<file path="config.mk">
export PLATFORM = sky130hd
export DESIGN_NAME = awb_recip
export DESIGN_NICKNAME = d
export VERILOG_FILES = /design/src/rtl/atan_waveshaper_blend_core_assert.svh /design/src/rtl/awb_pkg.sv /design/src/rtl/awb_recip.sv
export SDC_FILE = /design/constraint.sdc
export NUM_CORES = 1
export LEC_CHECK = 0
export BUFFER_PORTS_ARGS = -buffer_cell sky130_fd_sc_hd__buf_2
export CAP_MARGIN = 10
export CORE_ASPECT_RATIO = 1.25
export CORE_MARGIN = 2
export CORE_UTILIZATION = 41
export CTS_CLUSTER_SIZE = 12
export DETAILED_ROUTE_END_ITERATION = 16
export GPL_ROUTABILITY_DRIVEN = 0
export PLACE_DENSITY = 0.7
export SETUP_SLACK_MARGIN = 0.02
export SYNTH_ARGS = -nofsm -noshare
export SYNTH_HDL_FRONTEND = slang
export SYNTH_SLANG_ARGS = --single-unit
</file>
<file path="constraint.sdc">
create_clock -name clk -period 3.8 [get_ports clk]
set_clock_uncertainty 0.15 [all_clocks]
set_input_delay 0.19 -clock clk [delete_from_list [all_inputs] [get_ports clk]]
set_output_delay 0.19 -clock clk [all_outputs]
set_load 0.005 [all_outputs]
</file>
<file path="src/rtl/atan_waveshaper_blend_core_assert.svh">
// Assertion macros used by the top level of the waveshaper RTL.
`ifndef ATAN_WAVESHAPER_BLEND_CORE_ASSERT_SVH
`define ATAN_WAVESHAPER_BLEND_CORE_ASSERT_SVH

// Check cons in the same cycle as ante.
`define AWB_ASSERT_SAME(lbl, ante, cons) \
  lbl: assert property (@(posedge clk) disable iff (!rst_n) (ante) |-> (cons)) \
    else $error("waveshaper assertion failed");

// Check cons in the cycle after ante.
`define AWB_ASSERT_NEXT(lbl, ante, cons) \
  lbl: assert property (@(posedge clk) disable iff (!rst_n) (ante) |=> (cons)) \
    else $error("waveshaper assertion failed");

`endif

</file>
<file path="src/rtl/awb_pkg.sv">
// Types, constants and tables of the arctangent waveshaper.
package awb_pkg;

  localparam int SAMPLE_BITS     = 24;
  localparam int ATAN_STEPS      = 16;
  localparam int ANGLE_TABLE_LEN = 24;
  localparam int STEPS = (ATAN_STEPS < ANGLE_TABLE_LEN) ? ATAN_STEPS : ANGLE_TABLE_LEN;
  localparam int ANG_IDX_W = $clog2(ANGLE_TABLE_LEN);

  localparam int GAIN_W    = 16;
  localparam int CFG_IDX_W = 2;

  localparam int X23_W  = 24;
  localparam int NORM_W = SAMPLE_BITS + X23_W;
  localparam int P1_W   = X23_W + GAIN_W + 1;
  localparam int A_W    = P1_W + GAIN_W + 1;
  localparam int CW     = A_W + 2;
  localparam int CORDIC_ONE_POS = 42;
  localparam int ANG_W  = 32;
  localparam int Z_W    = ANG_W + 1;

  localparam int RECIP_W  = 24;
  localparam int ZB_W     = Z_W + GAIN_W + 1;
  localparam int XR_W     = SAMPLE_BITS + RECIP_W + 1;
  localparam int XR_SHIFT = 32 - SAMPLE_BITS;
  localparam int SUM_W    = XR_W + XR_SHIFT + 2;
  localparam int MIX_SHIFT = 16;
  localparam int RS_W     = SUM_W - MIX_SHIFT;
  localparam int PROD_W   = RS_W + GAIN_W + 1;
  localparam int OUT_SHIFT = 45 - SAMPLE_BITS;
  localparam int Y_W      = PROD_W - OUT_SHIFT;

  localparam int DIV_N_W   = 30;
  localparam int DIV_CNT_W = $clog2(DIV_N_W);

  localparam logic signed [CW-1:0] CORDIC_X0 = CW'(64'd1 << CORDIC_ONE_POS);
  localparam logic signed [SUM_W-1:0] MIX_HALF = SUM_W'(64'd1 << (MIX_SHIFT - 1));
  localparam logic signed [PROD_W-1:0] OUT_HALF = PROD_W'(64'd1 << (OUT_SHIFT - 1));
  localparam logic [DIV_N_W-1:0] DIV_ONE = {1'b1, {(DIV_N_W-1){1'b0}}};

  localparam logic signed [SAMPLE_BITS-1:0] SAMPLE_MAX = {1'b0, {(SAMPLE_BITS-1){1'b1}}};
  localparam logic signed [SAMPLE_BITS-1:0] SAMPLE_MIN = {1'b1, {(SAMPLE_BITS-1){1'b0}}};

  localparam logic [GAIN_W-1:0]  BLEND_ZERO_SUBST = 16'd33;
  localparam logic [GAIN_W-1:0]  DRIVE_RST  = 16'd32768;
  localparam logic [GAIN_W-1:0]  RANGE_RST  = 16'd16;
  localparam logic [GAIN_W-1:0]  BLEND_RST  = 16'd32768;
  localparam logic [GAIN_W-1:0]  VOLUME_RST = 16'd16384;
  localparam logic [RECIP_W-1:0] RECIP_RST  = 24'd16384;

  typedef enum logic [CFG_IDX_W-1:0] {
    CFG_DRIVE,
    CFG_RANGE,
    CFG_BLEND,
    CFG_VOLUME
  } cfg_idx_t;

  typedef struct packed {
    logic [GAIN_W-1:0] drive_gain;
    logic [GAIN_W-1:0] range_gain;
    logic [GAIN_W-1:0] blend_gain;
    logic [GAIN_W-1:0] volume_gain;
  } gains_t;

  typedef struct packed {
    logic [RECIP_W-1:0] value;
    logic               busy;
  } recip_t;

  typedef struct packed {
    logic [CW-1:0]          cx;
    logic [CW-1:0]          cy;
    logic [Z_W-1:0]         z;
    logic [SAMPLE_BITS-1:0] x;
    logic                   neg;
    logic                   zero;
  } cordic_t;

  function automatic logic signed [X23_W-1:0] norm23(input logic signed [SAMPLE_BITS-1:0] x);
    logic signed [NORM_W-1:0] w;
    w = NORM_W'(x) <<< X23_W;
    w = w >>> SAMPLE_BITS;
    return w[X23_W-1:0];
  endfunction

  // atan(2^-i) with pi/2 = 2^30
  function automatic logic [ANG_W-1:0] angle(input logic [ANG_IDX_W-1:0] i);
    logic [ANG_W-1:0] a;
    case (i)
      5'd0:    a = 32'h20000000;
      5'd1:    a = 32'h12E4051E;
      5'd2:    a = 32'h09FB385B;
      5'd3:    a = 32'h051111D4;
      5'd4:    a = 32'h028B0D43;
      5'd5:    a = 32'h0145D7E1;
      5'd6:    a = 32'h00A2F61E;
      5'd7:    a = 32'h00517C55;
      5'd8:    a = 32'h0028BE53;
      5'd9:    a = 32'h00145F2F;
      5'd10:   a = 32'h000A2F98;
      5'd11:   a = 32'h000517CC;
      5'd12:   a = 32'h00028BE6;
      5'd13:   a = 32'h000145F3;
      5'd14:   a = 32'h0000A2FA;
      5'd15:   a = 32'h0000517D;
      5'd16:   a = 32'h000028BE;
      5'd17:   a = 32'h0000145F;
      5'd18:   a = 32'h00000A30;
      5'd19:   a = 32'h00000518;
      5'd20:   a = 32'h0000028C;
      5'd21:   a = 32'h00000146;
      5'd22:   a = 32'h000000A3;
      5'd23:   a = 32'h00000051;
      default: a = '0;
    endcase
    return a;
  endfunction

endpackage

</file>
<file path="src/rtl/awb_recip.sv">
// Bit-serial divider that computes the blend reciprocal on each blend write.
module awb_recip (
  input  logic                       clk,
  input  logic                       rst_n,
  input  logic                       start,
  input  logic [awb_pkg::GAIN_W-1:0] blend_in,
  output awb_pkg::recip_t            recip
);
  import awb_pkg::*;

  logic                 busy_r, busy_nxt;
  logic [DIV_CNT_W-1:0] cnt_r, cnt_nxt;
  logic [GAIN_W-1:0]    b_r, b_nxt;
  logic [GAIN_W-1:0]    rem_r, rem_nxt;
  logic [DIV_N_W-1:0]   quo_r, quo_nxt;
  logic [RECIP_W-1:0]   recip_r, recip_nxt;

  logic [GAIN_W-1:0]  beff;
  logic [GAIN_W:0]    trial;
  logic [GAIN_W:0]    diff;
  logic               take;
  logic [DIV_N_W-1:0] quo_step;

  always_comb begin
    beff     = (blend_in == '0) ? BLEND_ZERO_SUBST : blend_in;
    trial    = {rem_r, quo_r[DIV_N_W-1]};
    diff     = trial - {1'b0, b_r};
    take     = (trial >= {1'b0, b_r});
    quo_step = {quo_r[DIV_N_W-2:0], take};

    busy_nxt  = busy_r;
    cnt_nxt   = cnt_r;
    b_nxt     = b_r;
    rem_nxt   = rem_r;
    quo_nxt   = quo_r;
    recip_nxt = recip_r;

    if (start) begin
      busy_nxt = 1'b1;
      cnt_nxt  = DIV_CNT_W'(DIV_N_W - 1);
      b_nxt    = beff;
      rem_nxt  = '0;
      quo_nxt  = DIV_ONE + DIV_N_W'(beff >> 1);
    end else if (busy_r) begin
      rem_nxt = take ? diff[GAIN_W-1:0] : trial[GAIN_W-1:0];
      quo_nxt = quo_step;
      cnt_nxt = cnt_r - 1'b1;
      if (cnt_r == '0) begin
        busy_nxt  = 1'b0;
        recip_nxt = (quo_step[DIV_N_W-1:RECIP_W] != '0) ? '1 : quo_step[RECIP_W-1:0];
      end
    end
  end

  always_ff @(posedge clk) begin
    if (!rst_n) begin
      busy_r  <= 1'b0;
      cnt_r   <= '0;
      recip_r <= RECIP_RST;
    end else begin
      busy_r  <= busy_nxt;
      cnt_r   <= cnt_nxt;
      recip_r <= recip_nxt;
    end
    b_r   <= b_nxt;
    rem_r <= rem_nxt;
    quo_r <= quo_nxt;
  end

  assign recip.value = recip_r;
  assign recip.busy  = busy_r;

endmodule

</file>
# Word-level counts from Yosys, hierarchy flattened
# Index checks and enable logic that the tools add are counted.
# W data, S select, Z words.
# op_classes
add_sub_neg,3
n_lt_le_gt_ge,1
muxes,10
n_bitwise,2
reduce_logical,6
# ops
cell,n
$mux W30,2
$mux W16,2
$add A30 B15 Y30 const A,1
$mux W24,1
$ge A17 B16 Y1,1
$logic_not A16 Y1,1
$sub A16 B16 Y16,1
$mux W5,2
$reduce_bool A6 Y1,1
$logic_not A5 Y1,1
$sub A5 B1 Y5 const B,1
$mux W1,3
$reduce_and A3 Y1,1
$not A1 Y1,2
$reduce_bool A2 Y1,1
$reduce_or A2 Y1,1
# word_totals
reg_bits,92
in_bits,19
out_inout_bits,25
elab_cells,30

# Logic depth before layout (Yosys ltp)
# Gate-level depths: netlist of the first run.
# logic_depth
word_depth,4
ltp_mapped,11
depth_no_buf,9

# Worst setup path before layout of the first run
# Ideal clock, no wire load.
# synth_timing
kind,reg2reg
from,reg b_r[14]
to,"reg quo_r[0], data pin"
setup_ns,0.260
arrival_ns,2.029
required_time_ns,3.390
setup_slack_ns,1.361
path_stages_with_launch,10
path_buffers,2
synth_period_minus_slack_ns,2.439
cell_sequence,edfxtp_1 -> inv_1 -> ha_1 -> a21o_1 -> a211oi_2 -> o41ai_1 -> o31a_1 -> buf_6 -> buf_2 -> mux2_2
# synth_between
elab_chain_len,3
# synth_lines
element,line,text
start: declaration,awb_recip.sv:13,"logic [GAIN_W-1:0] b_r, b_nxt;"
start signal: assignment,awb_recip.sv:65,b_r <= b_nxt;
$ge A17 B16 Y1,awb_recip.sv:28,"take = (trial >= {1'b0, b_r});"
$mux W30,awb_recip.sv:44,end else if (busy_r) begin
$mux W30,awb_recip.sv:38,if (start) begin
via quo_nxt[0],awb_recip.sv:15,"logic [DIV_N_W-1:0] quo_r, quo_nxt;"
end signal: assignment,awb_recip.sv:67,quo_r <= quo_nxt;
end: declaration,awb_recip.sv:15,
# The timed path passes the listed nets, and every way through them passes these cells. The select of a mux whose other input is x is not followed.
# A chain may end at the register's enable or synchronous reset.

# Worst setup path after layout of the first run
# layout_timing
from,reg b_r[2]
to,reg rem_r[9]
# layout_between
elab_chain_len,2
elab_cells_between_ends,3
classes_between,add/sub: 1; order compare: 1; mux: 1
# layout_lines
element,line,text
$sub A16 B16 Y16 / $ge A17 B16 Y1 (equally long branches),"awb_recip.sv:27, awb_recip.sv:28",
$mux W16 (*),awb_recip.sv:45,rem_nxt = take ? diff[GAIN_W-1:0] : trial[GAIN_W-1:0];
end signal: assignment,awb_recip.sv:66,rem_r <= rem_nxt;
end: declaration,awb_recip.sv:14,"logic [GAIN_W-1:0] rem_r, rem_nxt;"
# Mark *: on every way between the ends. The rest lies on a longest branch, timed or not.

==> impl_metrics.tcl, run 1 <==
set metrics [dict create \
    status "finished, final reports clean" \
    io_pins 44 \
    drc 0 \
    synth_top_area_share_pct 30.27 \
    worstSetupPathType "flip-flop to flip-flop" \
    avgViaCountPerCell 5.579 \
    finalHoldViolations 0 \
    gr-total-overflow 0 \
    yosys_most_used_dff "edfxtp_1" \
    pre_cts_ws_ns 0.6641 \
    setup_tns_ns 0 \
    cpPeakStageDelay_ns 0.94 \
    fp-row-count 43 \
    critical_path.slowest_cell "o31a_1" \
    cp-end-kind "flip-flop" \
    initial_utilization_pct 41.58 \
    ys_async_sr_fraction_pct 0 \
    grt_max_degree 42 \
    clock_latency_ns 0.34 \
    min-delay-path-class "input pin to flip-flop" \
    cp_top_family "compound AO/OA/AOI/OAI gates" \
    first_global_vias 3306 \
    antenna_found_initial 0 \
    wl_mm 9.850 \
    place_hpwl_mm 6.611 \
    final.setup.worst_slack_ns 0.6591 \
    htreeDepth 3 \
    drv_cap 0 \
    crit_fanout 27 \
    slew_headroom_pct 20.09 \
    grt_first_pass_wirelength_mm 16.03 \
    worstPathRequired_ns 3.91 \
    dr.pass1.iters 4 \
    synth_cells 441 \
    layout-drive-gt1-share_pct 18.46 \
    crit_path_start_kind "flip-flop" \
    cts_tree "built" \
    slew_viol_final 0 \
    setup_viol 0 \
    area_growth_pct 14.86 \
    post_cts_resized 0 \
    p_leak_nw 2.125 \
    synth_top_area_cell "edfxtp_1" \
    cts_setup_buffers 0 \
    min_period_ns 3.141 \
    clock-root-buffer "clkbuf_16" \
    ys_seq_elements 92 \
    avgSynthCellArea_um2 10.35 \
    crit_buf_inv 1 \
    cts.sinks 92 \
    drtIter0Drc 180 \
    post_drt_wl_per_cell_um 15.96 \
    netlist_area_mm2 0.004563 \
    antenna_left 0 \
    portBuffers 43 \
    synth_edf_count 46 \
    nets 515 \
    synth_seq_area_share_pct 50.45 \
    arrival_ns 3.25 \
    grt_setup_unrepaired "no" \
    design_area_mm2 0.005241 \
    instances_no_fill 617 \
    cts-buffers-inserted 9 \
    yosysUniqueCellTypes 59 \
    synth_nets 479 \
    antenna_cells 0 \
    die_h_um 122.0 \
    grt.total_usage_pct 16.51 \
    worst_ir_drop_vdd_mv 0.2859 \
    placed_cell_area_mm2 0.004803 \
    vias 3442 \
    max_freq_mhz 318.4 \
    core_mm2 0.01098 \
    period_share_pct 82.66 \
    yosysWarnings 0 \
    synth_area_leaders "edfxtp_1, dfxtp_1, ha_1" \
    cts_max_path_buffers 2 \
    powerDensity_mw_per_mm2 469.8 \
    die_area_mm2 0.01200 \
    max_slew.worst_pin.slew_ns 1.199 \
    post-place-cells 585 \
    r2r_slack_ns 0.66 \
    die_w_um 98.36 \
    path_clk_slew_ns 0.07 \
    crit_chain "inv_1 > ha_1 > o211ai_1 > a21oi_1 > o211a_1 > o31a_1 > o2111ai_1 > a311oi_2" \
]
[stage by stage]
stage / utilization, % / total power (W) / hold slack (ns)
finish: 47.75 / 0.002462 / 0.04009
global route: 47.75 / 0.002574 / 0.02470
CTS: 47.75 / 0.002480 / 0.01792
detailed placement: 43.76 / 0.001626 / 0.2447
global placement: 43.76 / 0.001613 / 0.2451
floorplan: - / 0.001528 / 0.1019
[worst reg2reg max path: cells and delay by family, from the launching register on]
| kind | cells | cell delay [ns] |
|---|---|---|
| compound gates | 6 | 2.16 |
| fa+ha+maj | 1 | 0.38 |
| flops | 1 | 0.33 |
| buf+inv | 1 | 0.05 |
[cells in the final DEF, fill, tap and decap left out, drive strengths merged, types with 7 or more instances in the layout]
master	netlist	layout
nor2b	15	15
nor2	59	59
dfxtp	46	46
buf	13	46
mux2	16	16
clkbuf	24	11
o21ai	15	15
inv	22	24
dlygate4sd3	0	16
a21oi	16	16
mux2i	9	9
nor4	7	7
ha	18	18
nand2	11	11
nand2b	17	17
o22ai	21	21
edfxtp	46	46
a211oi	12	12
[timing repair]
| item | 4_1_cts | 5_1_grt |
|---|---|---|
| setup endpoints to repair | 0 | 0 |
| hold endpoints to repair | 19 | 0 |
| hold buffers | 16 | 0 |
[final cells by class]
| cell class | instances | area (um2) |
|---|---|---|
| Sequential cell | 92 | 2302 |
| Clock inverter | 5 | 35.03 |
| Multi-Input combinational cell | 289 | 2008 |
| Fill cell | 1016 | 5734 |
| Tap cell | 135 | 168.9 |
| Timing Repair Buffer | 62 | 397.9 |
| Clock buffer | 11 | 242.7 |
| Inverter | 23 | 86.33 |
[routing by layer]
metal / part of all wire [%] / track usage [%]
met5: 0 / 0
met4: 2.6 / 7.449
met3: 3.2 / 2.811
met2: 50 / 28.32
met1: 44 / 20.38
[synthesized netlist by cell type, types with 6 or more instances]
cell	n
nor3_1	6
a21o_1	6
mux2_2	15
nor2b_1	15
nand2b_1	17
inv_1	22
dfxtp_1	46
nor4_1	6
a211oi_1	10
ha_1	18
o21ai_0	11
xnor2_1	6
a21oi_1	15
buf_2	7
edfxtp_1	46
nand2_1	11
clkbuf_1	24
nor2_1	59
o22ai_1	21
mux2i_1	9
[state kept, by name, indices dropped and copies added, names as in the netlist]
signal   cells
rem_r       16
busy_r       1
b_r         16
recip_r     24
quo_r       30
cnt_r        5
[final timing paths]
kind / from / endpoint / depth (start not counted)
setup / recovery: b_r[2] / rem_r[9] / 8
hold / removal: blend_in[5] / b_r[5] / 2
setup reg to reg: b_r[2] / rem_r[9] / 8
hold reg to reg: quo_r[13] / recip_r[14] / 2
[logic make-up after synthesis]
family | after synthesis | share of synthesized area, %
compound gates | 96 | 14.75
mux | 25 | 6.005
flops | 92 | 50.45
buf+inv | 60 | 5.539
fa+ha+maj | 19 | 5.374
xor+xnor | 11 | 2.111
simple gates | 138 | 15.77
[where the power goes]
part / switching, W / internal (W) / leakage (nW)
clock: 0.000372 / 0.000464 / 0.136
sequential: 0.0000446 / 0.00113 / 0.843
combinational: 0.000255 / 0.000198 / 1.15
total: 0.000672 / 0.00179 / 2.13
(Power assumes the default switching activity.)
==> run 2: changes to the inputs <==
clock period = 3 ns   (was 3.8 ns; I/O delays follow)
==> run 2 against run 1 <==
Effect of this change:
- routed wire length is 1.7% higher
- clock-buffer cell count is 2 higher
- worst setup slack worse by 0.31 ns
- combinational power is 29% higher
- die area stayed put
- via count is 1.5% lower
- maximum frequency is 18% higher
- sequential power is 27% higher
- utilization is 0.068 points higher
- clock power is 21% higher
- sequential cell count stayed put
- power is 25% higher
==> impl_metrics.tcl, run 2 (synthesis results as in run 1) <==
set metrics [dict create \
    nets 517 \
    multi_input_area_mm2 0.002008 \
    seqCellArea_mm2 0.002302 \
    crit_buf_inv 2 \
    antenna_left 0 \
    avgViaCountPerCell 5.477 \
    cts_tree "built" \
    antenna_cells 0 \
    finalPower_w 0.003081 \
    cp_top_family "compound AO/OA/AOI/OAI gates" \
    cpPeakStageDelay_ns 0.43 \
    place_hpwl_mm 6.922 \
    setup_tns_ns 0 \
    area_growth_pct 15.03 \
    layout-drive-gt1-share_pct 18.18 \
    postCtsHoldBufs 16 \
    worst_ir_drop_vdd_mv 0.3665 \
    clock-root-buffer "clkbuf_16" \
    cts_setup_buffers 0 \
    slew_headroom_pct 47.00 \
    critical_path.slowest_cell "ha_1" \
    min-delay-path-class "input pin to flip-flop" \
    top_regs "quo_r: 30 flops, recip_r: 24 flops" \
    powerDensity_mw_per_mm2 587.0 \
    layout_common_cells "nor2_1, edfxtp_1, dfxtp_1" \
    final.setup.worst_slack_ns 0.3493 \
    post_cts_resized 0 \
    crit_fanout 15 \
    core_mm2 0.01098 \
    fillers 1028 \
    largest_register "quo_r" \
    pre_cts_ws_ns 0.3885 \
    worstPathRequired_ns 3.10 \
    grt_setup_unrepaired "no" \
    cp-end-kind "flip-flop" \
    die_area_mm2 0.01200 \
    die_h_um 122.0 \
    wl_mm 10.02 \
    clock_latency_ns 0.34 \
    min_period_ns 2.651 \
    grt.total_usage_pct 17.60 \
    max_freq_mhz 377.3 \
    crit_path_start_kind "flip-flop" \
    drv_cap 0 \
    dr.pass1.iters 4 \
    grt_first_pass_wirelength_mm 16.66 \
    cts.sinks 92 \
    p_leak_nw 2.128 \
    portBuffers 43 \
    arrival_ns 2.75 \
    htreeDepth 3 \
    path_clk_slew_ns 0.06 \
    initial_utilization_pct 41.58 \
    grt_max_degree 49 \
    fp-row-count 43 \
    utilization_pct 47.82 \
    max_slew.worst_pin.slew_ns 0.7901 \
    status "finished, final reports clean" \
    drc 0 \
    finalHoldViolations 0 \
    cts_max_path_buffers 2 \
    crit_chain "inv_1 > ha_1 > nand2_1 > o41ai_1 > o31a_1 > buf_4 > o211ai_1 > a311oi_1" \
    cts-buffers-inserted 9 \
    post_drt_wl_per_cell_um 16.18 \
    vias 3390 \
    antenna_found_initial 0 \
    slew_viol_final 0 \
    largest_reg_flops 30 \
    period_share_pct 88.36 \
    final_common_cell "nor2_1" \
    io_pins 44 \
    drtIter0Drc 222 \
    worstSetupPathType "flip-flop to flip-flop" \
    setup_viol 0 \
    die_w_um 98.36 \
    first_global_vias 3407 \
    gr-total-overflow 0 \
]
[run 2: changes by cell type in the layout (fill, tap and decap cells not counted), sizes merged]
| cell | delta |
|---|---|
| inv | -2 |
| clkbuf | +2 |
| buf | +2 |
[run 2: area by class of cell]
type                            count  share of cell area, %
Clock buffer                       13                  4.577
Clock inverter                      3                 0.3337
Inverter                           23                  1.645
Multi-Input combinational cell    289                  38.26
Sequential cell                    92                  43.86
Tap cell                          135                  3.218
Timing Repair Buffer               64                  8.105
[run 2: path summary, 6_finish.rpt]
path,start,end,slack (ns),cells after the start
worst max-delay path,b_r[12],rem_r[15],0.35,8
worst min-delay path,blend_in[5],b_r[5],0.03,2
worst max register to register,b_r[12],rem_r[15],0.35,8
worst min register to register,rem_r[3],rem_r[3],0.36,2
[run 2: through the flow]
stage / cell area, um2 / instances / hold slack, ns
finish: 5249 / 619 / 0.03381
CTS: 5249 / 619 / 0.02544
global placement: 4831 / 587 / 0.2087
detailed placement: 4831 / 587 / 0.2108
floorplan: 4563 / 441 / 0.06194
global route: 5249 / 619 / 0.03955
[run 2: power breakdown]
part           total, W  leakage (nW)  internal [W]  switching, W
Combinational  0.000584          1.16      0.000257      0.000326
Sequential      0.00149         0.843       0.00143     0.0000575
Clock           0.00101         0.124      0.000560      0.000451
Total           0.00308          2.13       0.00225      0.000835
[run 2: routing by layer]
layer	routed length (um)	vias up	global-route usage, %	part of all wire, %
met1	4291	1611	21.49	43
met5	0	-	0	0
met4	320	0	7.277	3.2
li1	-	1664	-	-
met2	4933	86	29.93	49
met3	470	29	4.188	4.7
==> run 3: changes to the inputs <==
ABC_AREA = 1   (was not set)
CORE_MARGIN = not set   (was 2)
==> run 3 against run 2 <==
Effect of this change:
- non-clock buffer count stayed put
- power fell by 0.83%
- worst hold slack improved by 0.032 ns
- clock-buffer cell count down 4
- sequential share of layout area down 2.3 points
- largest cell class unchanged
- highest routed layer unchanged
==> impl_metrics.tcl, run 3 <==
set metrics [dict create \
    synth_seq_area_share_pct 48.40 \
    top_layer "met4" \
    synthTopCellsByCount "nand2_1, inv_1, o21ai_0, dfxtp_1, edfxtp_1" \
    top_regs "quo_r: 30 flops, recip_r: 24 flops" \
    die_area_mm2 0.01204 \
    period_share_pct 78.55 \
    finalPower_w 0.003055 \
    ys_seq_elements 92 \
    p_sw_share_pct 23.44 \
    wl_met1_mm 4.526 \
    htreeDepth 3 \
    synth_top_area_cell "edfxtp_1" \
    r2r_cells 10 \
    min_to "recip_r[14]" \
    cts.sinks 92 \
    synth_top_area_share_pct 29.04 \
    clock-root-buffer "clkbuf_16" \
    clock_latency_ns 0.34 \
    worstSetupPathType "flip-flop to flip-flop" \
    vias 4020 \
    min-delay-path-class "input pin to flip-flop" \
    max_freq_mhz 424.4 \
    status "finished, final reports clean" \
    path_clk_slew_ns 0.07 \
    drc 0 \
    r2r_end "rem_r[4]" \
    post_drt_wl_per_cell_um 13.80 \
    setup_tns_ns 0 \
    final.setup.worst_slack_ns 0.6436 \
    p_switching_w 0.0007162 \
    largest_reg_flops 30 \
    fp-row-count 43 \
    post_cts_resized 0 \
    grt_first_pass_wirelength_mm 18.38 \
    met3WireLength_um 480 \
    cts_setup_buffers 0 \
    power.share.combinational_pct 10.1 \
    antenna_found_initial 1 \
    max_slew.worst_pin.slew_ns 0.6465 \
    drtIter0Drc 282 \
    wl_mm 10.88 \
    whs_path_depth 2 \
    initial_utilization_pct 42.51 \
    nets 685 \
    portBuffers 43 \
    finalHoldViolations 0 \
    reg2reg_from "b_r[14]" \
    p_leak_nw 2.746 \
    pre_cts_ws_ns 0.6864 \
    min_period_ns 2.356 \
    crit_fanout 18 \
    cp-end-kind "flip-flop" \
    setup_viol 0 \
    cts_tree "built" \
    final_common_cell "nand2_1" \
    placed_cell_area_mm2 0.005035 \
    antenna_left 0 \
    io_pins 44 \
    yosysWarnings 0 \
    r2r_slack_ns 0.64 \
    netlist_area_mm2 0.004757 \
    drv_cap 0 \
    arrival_ns 2.47 \
    layout_common_cells "nand2_1, inv_1, o21ai_0" \
    die_w_um 98.35 \
    synth_most_common_cell "nand2_1" \
    slew_viol_final 0 \
    worst_ir_drop_vdd_mv 0.4857 \
    hp-start "rst_n" \
    core_mm2 0.01119 \
    fillers 1055 \
    cts_max_path_buffers 2 \
    ys_async_sr_fraction_pct 0 \
    layout-drive-gt1-share_pct 11.81 \
    dr.pass1.iters 5 \
    p_clk_share_pct 42.8 \
    crit_path_start_kind "flip-flop" \
    area_growth_pct 16.57 \
    avgViaCountPerCell 5.102 \
    internal_power_w 0.002339 \
    powerDensity_mw_per_mm2 551.0 \
    largest_register "quo_r" \
    grt_max_degree 48 \
    synth_cells 603 \
    utilization_pct 49.55 \
    synth_nets 641 \
    synth_area_leaders "edfxtp_1, dfxtp_1, nand2_1" \
    design_area_mm2 0.005545 \
    avgSynthCellArea_um2 7.889 \
    synth_edf_count 46 \
    first_global_vias 4012 \
    postCtsHoldBufs 16 \
    gr-total-overflow 0 \
    worstPathRequired_ns 3.12 \
    seqPwrFrac_pct 47.1 \
    cts-buffers-inserted 9 \
    grt_setup_unrepaired "no" \
    grt.total_usage_pct 19.41 \
    die_h_um 122.4 \
    yosys_most_used_dff "edfxtp_1" \
    slew_headroom_pct 56.63 \
    met2WireLength_mm 5.559 \
    place_hpwl_mm 7.632 \
    yosysUniqueCellTypes 37 \
]
[run 3: cell count changes after synthesis, moves of 15 or more]
cell / before / now
mux2_2: 15 / 0
nand3_1: 4 / 39
a21oi_1: 15 / 35
nand2_1: 11 / 138
inv_1: 22 / 108
o21ai_0: 11 / 49
nor2b_1: 15 / 0
o22ai_1: 21 / 1
nor2_1: 59 / 40
nand2b_1: 17 / 0
[run 3: worst max-delay path, stage by stage (launching register included)]
cell and delay [ns]:
edfxtp_1 0.32, inv_1 0.05, ha_1 0.38, a21oi_1 0.22, o21a_1 0.17, nand2_2 0.07, nor2_4 0.39, nand2_4 0.25
nand2_1 0.12, nand3_1 0.08, o21ai_0 0.08
[run 3: stage by stage]
| step | std cells | hold slack (ns) |
|---|---|---|
| floorplan | 603 | 0.1125 |
| global placement | 755 | 0.2115 |
| detailed placement | 755 | 0.2183 |
| CTS | 787 | 0.04909 |
| global route | 788 | 0.07626 |
| finish | 788 | 0.06549 |
[run 3: layout make-up]
cell class	count	area, um2	area share, %
inverter	111	416.7	7.514
clock inverter	7	122.6	2.211
antenna	1	2.502	0.04513
timing repair buffer	64	412.9	7.446
sequential	92	2302	41.52
clock buffer	9	225.2	4.061
multi-input combinational	369	1894	34.16
tap	135	168.9	3.046
[run 3: logic make-up after synthesis]
| kind of cell | count (synthesis) | share of synthesized area [%] |
|---|---|---|
| and+or+nand+nor | 253 | 23.75 |
| xor gates and xnor gates | 6 | 1.105 |
| AOI/OAI and AO/OA | 91 | 9.811 |
| adders and majority gates | 19 | 5.155 |
| DFF | 92 | 48.40 |
| buffers and inverters | 142 | 11.78 |
[run 3: worst max-delay path by stage]
stage,slack (ns),cells after the start,from,to
after floorplan,1.00,10,b_r[0],rem_r[14]
after global placement,0.70,9,b_r[14],recip_r[0]
after detailed placement,0.69,10,b_r[14],rem_r[4]
after CTS,0.67,10,b_r[0],rem_r[14]
after global routing,0.45,10,b_r[14],rem_r[1]
final,0.64,10,b_r[14],rem_r[4]
[run 3: power by group through the flow]
stage                     combinational (W)  sequential (W)  clock (W)
final                              0.000310         0.00144    0.00131
after global routing               0.000348         0.00145    0.00138
after CTS                          0.000309         0.00144    0.00132
after detailed placement           0.000288         0.00147          0
after global placement             0.000285         0.00146          0
after floorplan                    0.000204         0.00146          0
[run 3: per-layer routing]
| layer | global-route usage [%] | up-vias |
|---|---|---|
| li1 | - | 2016 |
| met1 | 21.98 | 1852 |
| met2 | 34.73 | 133 |
| met3 | 3.531 | 19 |
| met4 | 10.63 | 0 |
| met5 | 0 | - |
